==> config.mk <==
export PLATFORM = sky130hd
export DESIGN_NAME = unique_value_filter
export DESIGN_NICKNAME = d
export VERILOG_FILES = /design/src/hdl/uvf_pkg.sv /design/src/hdl/unique_value_filter.sv
export SDC_FILE = /design/constraint.sdc
export NUM_CORES = 2
export LEC_CHECK = 0
export BUFFER_PORTS_ARGS = -buffer_cell sky130_fd_sc_hd__buf_2
export CAP_MARGIN = 20
export CORE_MARGIN = 2
export CORE_UTILIZATION = 55
export DETAILED_ROUTE_END_ITERATION = 7
export PLACE_DENSITY = 0.79
export SYNTH_ARGS = -nofsm -noshare
export SYNTH_HDL_FRONTEND = slang
export SYNTH_SLANG_ARGS = --single-unit
==> constraint.sdc <==
create_clock -name aclk -period 4.46 [get_ports aclk]
set_input_delay 0.446 -clock aclk [delete_from_list [all_inputs] [get_ports aclk]]
set_output_delay 0.446 -clock aclk [all_outputs]
set_load 0.02 [all_outputs]
==> src/hdl/uvf_pkg.sv <==
package uvf_pkg;

    localparam int MAX_ITEMS = 64;
    localparam int IDX_W     = (MAX_ITEMS > 1) ? $clog2(MAX_ITEMS) : 1;
    localparam int CNT_W     = $clog2(MAX_ITEMS + 1);
    localparam int VAL_W     = 32;

    typedef enum logic [2:0] {
        ST_IDLE,
        ST_START,
        ST_LOADI,
        ST_SCAN,
        ST_DECIDE,
        ST_FINISH
    } uvf_state_t;

endpackage

==> src/hdl/unique_value_filter.sv <==
// Channel  Direction  Ports                       Contents
// s_       in         tvalid tready tdata tlast    tdata: value; tlast: is_last
// m_       out        tvalid tready tdata tlast    tdata: value_res; tlast: is_last_res;
//                     tuser                        tuser: empty_res, overflow
// Items of a list are taken one per cycle while the block is idle.
// After the last item, each stored entry is checked against every other stored entry
// through the single read port of the value store before the block is ready for the next list.
// Reset is synchronous and active low; the store itself is not cleared.
// A stalled result register holds the scan until it has been taken.
module unique_value_filter (
    input  logic        aclk,
    input  logic        aresetn,
    input  logic        s_tvalid,
    output logic        s_tready,
    input  logic [31:0] s_tdata,   // [31:0] value
    input  logic        s_tlast,
    output logic        m_tvalid,
    input  logic        m_tready,
    output logic [31:0] m_tdata,   // [31:0] value_res
    output logic        m_tlast,
    output logic [1:0]  m_tuser    // [0] empty_res, [1] overflow
);

    localparam int IW = uvf_pkg::IDX_W;
    localparam int CW = uvf_pkg::CNT_W;
    localparam int VW = uvf_pkg::VAL_W;
    localparam logic [CW-1:0] MAX_CNT = CW'(uvf_pkg::MAX_ITEMS);

    uvf_pkg::uvf_state_t state_reg, state_next;

    logic [VW-1:0] mem [uvf_pkg::MAX_ITEMS];
    logic [VW-1:0] rd_data_reg;
    logic [IW-1:0] rd_addr;
    logic          mem_we;

    logic [CW-1:0] count_reg, count_next;
    logic          ovf_reg, ovf_next;
    logic [CW-1:0] i_reg, i_next;
    logic [CW-1:0] k_reg, k_next;
    logic          chk_reg, chk_next;
    logic [CW-1:0] chk_idx_reg, chk_idx_next;
    logic          dup_reg, dup_next;
    logic signed [VW-1:0] cur_reg, cur_next;
    logic          pend_valid_reg, pend_valid_next;
    logic signed [VW-1:0] pend_reg, pend_next;
    logic          out_valid_reg, out_valid_next;
    logic signed [VW-1:0] out_data_reg, out_data_next;
    logic          out_last_reg, out_last_next;
    logic          out_empty_reg, out_empty_next;
    logic          out_ovf_reg, out_ovf_next;

    logic acc;
    logic out_free;

    assign acc      = s_tvalid && s_tready;
    assign out_free = !out_valid_reg || m_tready;

    assign m_tvalid = out_valid_reg;
    assign m_tdata  = out_data_reg;
    assign m_tlast  = out_last_reg;
    assign m_tuser  = {out_ovf_reg, out_empty_reg};

    always_ff @(posedge aclk) begin
        if (mem_we) begin
            mem[count_reg[IW-1:0]] <= s_tdata;
        end
        rd_data_reg <= mem[rd_addr];
    end

    always_comb begin
        state_next = state_reg;
        case (state_reg)
            uvf_pkg::ST_IDLE: begin
                if (acc && s_tlast) begin
                    state_next = uvf_pkg::ST_START;
                end
            end
            uvf_pkg::ST_START: begin
                state_next = (i_reg == count_reg) ? uvf_pkg::ST_FINISH : uvf_pkg::ST_LOADI;
            end
            uvf_pkg::ST_LOADI: begin
                state_next = uvf_pkg::ST_SCAN;
            end
            uvf_pkg::ST_SCAN: begin
                if (k_reg == count_reg && chk_reg) begin
                    state_next = uvf_pkg::ST_DECIDE;
                end
            end
            uvf_pkg::ST_DECIDE: begin
                if (dup_reg || !pend_valid_reg || out_free) begin
                    state_next = uvf_pkg::ST_START;
                end
            end
            uvf_pkg::ST_FINISH: begin
                if (out_free) begin
                    state_next = uvf_pkg::ST_IDLE;
                end
            end
            default: state_next = uvf_pkg::ST_IDLE;
        endcase
    end

    always_comb begin
        s_tready = 1'b0;
        rd_addr  = '0;
        case (state_reg)
            uvf_pkg::ST_IDLE:  s_tready = 1'b1;
            uvf_pkg::ST_START: rd_addr  = i_reg[IW-1:0];
            uvf_pkg::ST_SCAN:  rd_addr  = k_reg[IW-1:0];
            default: begin
                s_tready = 1'b0;
                rd_addr  = '0;
            end
        endcase
        mem_we = acc && (count_reg < MAX_CNT);
    end

    always_comb begin
        count_next      = count_reg;
        ovf_next        = ovf_reg;
        i_next          = i_reg;
        k_next          = k_reg;
        chk_next        = chk_reg;
        chk_idx_next    = chk_idx_reg;
        dup_next        = dup_reg;
        cur_next        = cur_reg;
        pend_valid_next = pend_valid_reg;
        pend_next       = pend_reg;
        out_valid_next  = out_valid_reg && !m_tready;
        out_data_next   = out_data_reg;
        out_last_next   = out_last_reg;
        out_empty_next  = out_empty_reg;
        out_ovf_next    = out_ovf_reg;
        case (state_reg)
            uvf_pkg::ST_IDLE: begin
                if (acc) begin
                    if (count_reg < MAX_CNT) begin
                        count_next = count_reg + 1'b1;
                    end else begin
                        ovf_next = 1'b1;
                    end
                    i_next          = '0;
                    pend_valid_next = 1'b0;
                end
            end
            uvf_pkg::ST_LOADI: begin
                cur_next = rd_data_reg;
                k_next   = '0;
                chk_next = 1'b0;
                dup_next = 1'b0;
            end
            uvf_pkg::ST_SCAN: begin
                if (chk_reg && rd_data_reg == cur_reg && chk_idx_reg != i_reg) begin
                    dup_next = 1'b1;
                end
                if (k_reg < count_reg) begin
                    chk_next     = 1'b1;
                    chk_idx_next = k_reg;
                    k_next       = k_reg + 1'b1;
                end else begin
                    chk_next = 1'b0;
                end
            end
            uvf_pkg::ST_DECIDE: begin
                if (dup_reg) begin
                    i_next = i_reg + 1'b1;
                end else if (!pend_valid_reg) begin
                    pend_next       = cur_reg;
                    pend_valid_next = 1'b1;
                    i_next          = i_reg + 1'b1;
                end else if (out_free) begin
                    out_valid_next = 1'b1;
                    out_data_next  = pend_reg;
                    out_last_next  = 1'b0;
                    out_empty_next = 1'b0;
                    out_ovf_next   = ovf_reg;
                    pend_next      = cur_reg;
                    i_next         = i_reg + 1'b1;
                end
            end
            uvf_pkg::ST_FINISH: begin
                if (out_free) begin
                    out_valid_next  = 1'b1;
                    out_data_next   = pend_valid_reg ? pend_reg : '0;
                    out_last_next   = 1'b1;
                    out_empty_next  = !pend_valid_reg;
                    out_ovf_next    = ovf_reg;
                    pend_valid_next = 1'b0;
                    count_next      = '0;
                    ovf_next        = 1'b0;
                end
            end
            default: begin
                count_next = count_reg;
            end
        endcase
    end

    always_ff @(posedge aclk) begin
        if (!aresetn) begin
            state_reg      <= uvf_pkg::ST_IDLE;
            count_reg      <= '0;
            ovf_reg        <= 1'b0;
            i_reg          <= '0;
            k_reg          <= '0;
            chk_reg        <= 1'b0;
            dup_reg        <= 1'b0;
            pend_valid_reg <= 1'b0;
            out_valid_reg  <= 1'b0;
        end else begin
            state_reg      <= state_next;
            count_reg      <= count_next;
            ovf_reg        <= ovf_next;
            i_reg          <= i_next;
            k_reg          <= k_next;
            chk_reg        <= chk_next;
            dup_reg        <= dup_next;
            pend_valid_reg <= pend_valid_next;
            out_valid_reg  <= out_valid_next;
        end
    end

    always_ff @(posedge aclk) begin
        chk_idx_reg   <= chk_idx_next;
        cur_reg       <= cur_next;
        pend_reg      <= pend_next;
        out_data_reg  <= out_data_next;
        out_last_reg  <= out_last_next;
        out_empty_reg <= out_empty_next;
        out_ovf_reg   <= out_ovf_next;
    end

endmodule

After elaboration in Yosys (flattened, before gate mapping)
Memory sizes are Yosys's and may differ from the RTL's. A register that Yosys moved wholly into a read port is not among the register bits.
Cells that the tools add are included.

operators by class
  add/sub/neg operators = 3
  magnitude comparators = 2
  equal/unequal tests = 23
  multiplexer cells = 54
  bitwise gates (word level) = 1
  reduce and logical (&&, ||, !) cells = 30

operators with widths
  cell                                                 count
  2-to-1 mux 32 bit                                    7
  one-hot mux 32 bit (2 select lines)                  1
  2-to-1 mux 7 bit                                     8
  one-hot mux 7 bit (2 select lines)                   3
  equality test 32 bit                                 1
  != test 2 bit, second input constant                 12
  adder 7 x 1 -> 7 bit, second input constant          3
  2-to-1 mux 1 bit                                     20
  one-hot mux 3 bit (6 select lines)                   1
  AND reduction 4 bit                                  4
  2-to-1 mux 3 bit                                     5
  equality test 7 bit                                  2
  one-hot mux 1 bit (2 select lines)                   7
  one-hot mux 6 bit (2 select lines)                   1
  AND reduction 3 bit                                  3
  nonzero test 2 bit                                   4
  logical AND 1 bit                                    7
  less-than comparator 7 bit                           1
  less-than comparator 7 bit, second input constant    1
  != test 7 bit                                        1
  equality test 3 x 2 -> 1 bit, second input constant  2
  equality test 3 bit, second input constant           2
  AND reduction 2 bit                                  3
  AND reduction 5 bit                                  1
  other kinds (9)                                      13

word-level totals
  register bits after elaboration = 135
  memory bits (writable) = 2048
  bits of input ports = 37
  output and inout port bits = 37
  word-level logic and storage cells = 130
  memories kept = 1

memory list
  memory  words  bits a word  rd ports  clocked after Yosys merged registers in  wr ports  RTL line                   text
  mem     64     32           1         1                                        1         unique_value_filter.sv:31  logic [VW-1:0] mem [uvf_pkg::MAX_ITEMS];

Depth between registers and ports, before layout
  word-level depth = 6
  mapped depth = 12
  mapped depth without buffers = 9

Worst setup path after synthesis
Ideal clock, no wire load.

  path kind = reg2reg
  from = reg state_reg[1]
  to = mem mem[63][0] (netlist name), enable pin
  library setup time = 0.421 ns
  data arrival time = 3.140 ns
  data required time = 4.039 ns
  slack = 0.899 ns
  cell stages (with the launch flop) = 8
  buffers on the path = 1
  clock period less this slack = 3.561 ns
  path through = dfxtp_1 buf_6 or3_1 inv_1 nand2_1 nor3b_1 nand3_1 nor2_1

between the ends
  cells in the longest elaborated chain, start to end = 6

RTL lines
  item                                    RTL line                    text
  start, declared                         unique_value_filter.sv:29   uvf_pkg::uvf_state_t state_reg, state_next;
  start signal, assigned                  unique_value_filter.sv:201  state_reg <= uvf_pkg::ST_IDLE;
  start signal, assigned                  unique_value_filter.sv:211  state_reg <= state_next;
  zero test 3 bit                         unique_value_filter.sv:106  case (state_reg)
  2-to-1 mux 1 bit                        unique_value_filter.sv:106
  via s_tready                            unique_value_filter.sv:14   output logic s_tready,
  logical AND 1 bit                       unique_value_filter.sv:55   assign acc = s_tvalid && s_tready;
  logical AND 1 bit                       unique_value_filter.sv:115  mem_we = acc && (count_reg < MAX_CNT);
  2-to-1 mux 1 bit                        unique_value_filter.sv:64   if (mem_we) begin
  2-to-1 mux 1 bit (implied by the code)  unique_value_filter.sv:65   mem[count_reg[IW-1:0]] <= s_tdata;
  end, declared                           unique_value_filter.sv:31

The timed path passes the listed nets, and every way through them passes these cells.

Final worst setup path
  from = reg state_reg[0]
  to = reg rd_data_reg[0] (read register of mem)

between the ends
  cells in the longest elaborated chain, start to end = 2
  elaborated cells between the ends (all ways) = 3
  classes of those cells = eq/ne: 2; mux: 1

RTL lines
  item                                                                          RTL line                    text
  equality test 3 x 2 -> 1 bit or equality test 3 x 1 -> 1 bit (tied branches)  unique_value_filter.sv:106
  one-hot mux 6 bit (2 select lines) (*)                                        unique_value_filter.sv:106
  end, declared                                                                 unique_value_filter.sv:32   logic [VW-1:0] rd_data_reg;

Every way passes the cells marked *; elsewhere a longest branch is shown, timed or not.
A chain may end at the register's enable or synchronous reset.

==> impl_metrics.json <==
{
  "clkPwrFrac": 0.368,
  "crit_required_ns": 5.19,
  "critical_path.top_delay_family": "compound AO/OA/AOI/OAI gates",
  "final.setup.worst_slack_ns": 0.0510,
  "drt_first_iter_violations": 9355,
  "die_w_um": 400,
  "cpPeakStageDelay_ns": 0.69,
  "numCtsBuffers": 204,
  "p_sw_mw": 11.8,
  "arrival_ns": 5.14,
  "clock_sinks": 2215,
  "dp.final_hpwl_mm": 133,
  "htreeDepth": 4,
  "cp.depth": 9,
  "period_needed_ns": 4.41,
  "max_cap_violations": 0,
  "seq_area_um2": 65900,
  "p_sw_frac": 0.256,
  "synth_seq_cells": 2215,
  "multiInputGateArea_um2": 19100,
  "end_kind": "flop",
  "synth.top_cells.by_area": "edfxtp_1 75%, nand2_1 5.9%, a21oi_1 1.8%, a311oi_1 1.7%, a211oi_1 1.6%",
  "min_delay_path_depth": 1,
  "place_ws_ns": 0.203,
  "yosysMostFrequentCell": "edfxtp_1",
  "fmax_ghz": 0.227,
  "worstSetupPathType": "reg -> reg",
  "vias": 55119,
  "power.leakage_nw": 32.4,
  "yosys-top-cells-count": "2,154 x edfxtp_1, 1,362 x nand2_1, 308 x a21oi_1",
  "fin_util": 0.624,
  "clk_path_buf_depth": 3,
  "rsz0062_at_grt": "false",
  "ioPinCount": 74,
  "grt_pass1_wl_mm": 352,
  "finalPower_mw": 46.0,
  "row_count": 145,
  "fin_crit_sh": 0.989,
  "hold_violations": 0,
  "path_buf_inv": 2,
  "cts-root-buf": "clkbuf_16",
  "portBuffers": 73,
  "synth_area_um2": 86200,
  "die-area_um2": 160000,
  "slew_violations": 0,
  "initial_core_util": 0.553,
  "whs_ns": 0.0145,
  "avgSynthCellArea_um2": 14.5,
  "route.detailed.drc": 0,
  "status": "completed",
  "yosysTopAreaCell": "edfxtp_1",
  "pwr-share-comb": 0.110,
  "cts.clk_slew.worst_paths_ns": 0.07,
  "syn_nets": 6007,
  "die_h_um": 400,
  "area_delta_synth_final_pct": 12.8,
  "seq_area_frac_synth": 0.764,
  "first_pass_iters": 8,
  "drive_above_1_share": 0.119,
  "antenna_found_initial": 23,
  "routed_wirelength_mm": 243,
  "intPower_mw": 34.2,
  "setup_tns_ns": 0,
  "final_cells": 8345,
  "gr-total-overflow": 0,
  "min_path_type": "in -> reg",
  "start_kind": "flop",
  "r2r_cells": 9,
  "clk_latency_ns": 0.86,
  "place.gp.congestion": 0.898,
  "reg2reg_slack_ns": 0.05,
  "relSlewSlack": 0.179,
  "dp.cells": 7929,
  "seq_power_share": 0.522,
  "post_drt_wl_per_cell_um": 29.2,
  "cts_tree": "yes",
  "tightestPinTransition_ns": 1.22,
  "netlist_instances": 5960,
  "ir_worst_vdd_mv": 0.436,
  "grt_max_degree": 124,
  "powerDensity_nw_per_um2": 473,
  "finClkSkew_ns": 0.0451,
  "cp_max_fo": 74,
  "detail-route-antenna-nets": 0,
  "fin_nets": 6149,
  "final_cell_area_um2": 97300,
  "setup_viol": 0,
  "crit_slowest_cell": "a2111oi_0",
  "core_um2": 156000,
  "first_global_vias": 53202,
  "largest_reg_flops": 2048,
  "fillers": 10419,
  "ys.flop_type": "edfxtp_1",
  "synthArstFlopShare": 0,
  "grt_usage": 0.303,
  "synth_edf_count": 2154,
  "place_area_um2": 90400,
  "synth_top_area_share": 0.750,
  "yosys.cell_types.count": 60,
  "crit_chain": "and2b_4, nand2_8, buf_12, buf_4, a211oi_1, a31oi_1, a2111oi_0, o21ai_0, and3_1",
  "viasPerCell": 6.61,
  "synth_warnings": 0
}
layout by cell type (no fill, tap or decap), types with 73 or more instances in the layout:
cell type / Yosys / final
nand3_1: 189 / 189
a21oi_1: 308 / 308
nor4_1: 78 / 78
clkbuf_16: 0 / 206
a211oi_1: 185 / 185
o21ai_0: 154 / 153
a311oi_1: 167 / 167
mux2i_1: 106 / 106
buf_2: 126 / 73
and3_1: 209 / 209
edfxtp_1: 2154 / 2154
nand2_1: 1362 / 1359
a31oi_1: 113 / 113
buf_4: 20 / 196
power by group through the flow:
stage | clock (mW) | combinational, mW | sequential, mW
final | 16.9 | 5.07 | 24.0
after global routing | 17.7 | 5.31 | 24.0
after CTS | 16.9 | 4.88 | 23.9
after detailed placement | 0 | 4.83 | 24.4
after global placement | 0 | 4.69 | 24.4
after floorplan | 0 | 2.78 | 24.1
final timing paths:
| check | endpoint | start |
|---|---|---|
| min | mem[58][0] | s_tdata[0] |
| min reg2reg | pend_reg[28] | cur_reg[28] |
| max | rd_data_reg[0] | state_reg[0] |
| max reg2reg | rd_data_reg[0] | state_reg[0] |
logic make-up after synthesis:
| group | count (synthesis) | synth area share |
|---|---|---|
| flip-flops | 2215 | 0.764 |
| AND/OR/NAND/NOR | 2051 | 0.104 |
| AO/OA/AOI/OAI | 1060 | 0.0800 |
| buffers and inverters | 417 | 0.0215 |
| multiplexers | 145 | 0.0221 |
| XOR/XNOR | 62 | 0.00630 |
| adder cells (fa/ha/maj) | 10 | 0.00145 |
cell type report:
cell class,count,area share
tap,2058,0.0265
clock inverter,109,0.00968
timing repair buffer,342,0.0332
clock buffer,273,0.0565
inverter,11,0.000424
antenna,9,0.000231
multi-input combinational,3328,0.196
sequential,2215,0.677
per-layer routing:
metal  track usage  share of wire
met1         0.389           0.33
met2         0.466           0.46
met3        0.0924           0.15
met4         0.161          0.059
met5             0        0.00060
worst register-to-register path, cell delays in order (launching register included):
cell,delay (ns)
dfxtp_1,0.67
and2b_4,0.51
nand2_8,0.34
buf_12,0.32
buf_4,0.36
a211oi_1,0.25
a31oi_1,0.06
a2111oi_0,0.69
o21ai_0,0.64
and3_1,0.43
timing repair:
item                       CTS  global route
hold endpoints to repair    11            46
hold buffers                 2             6
setup endpoints to repair    0             1
resized for setup            0             1
setup buffers                0             0
Power figures use the tool's default switching activity.
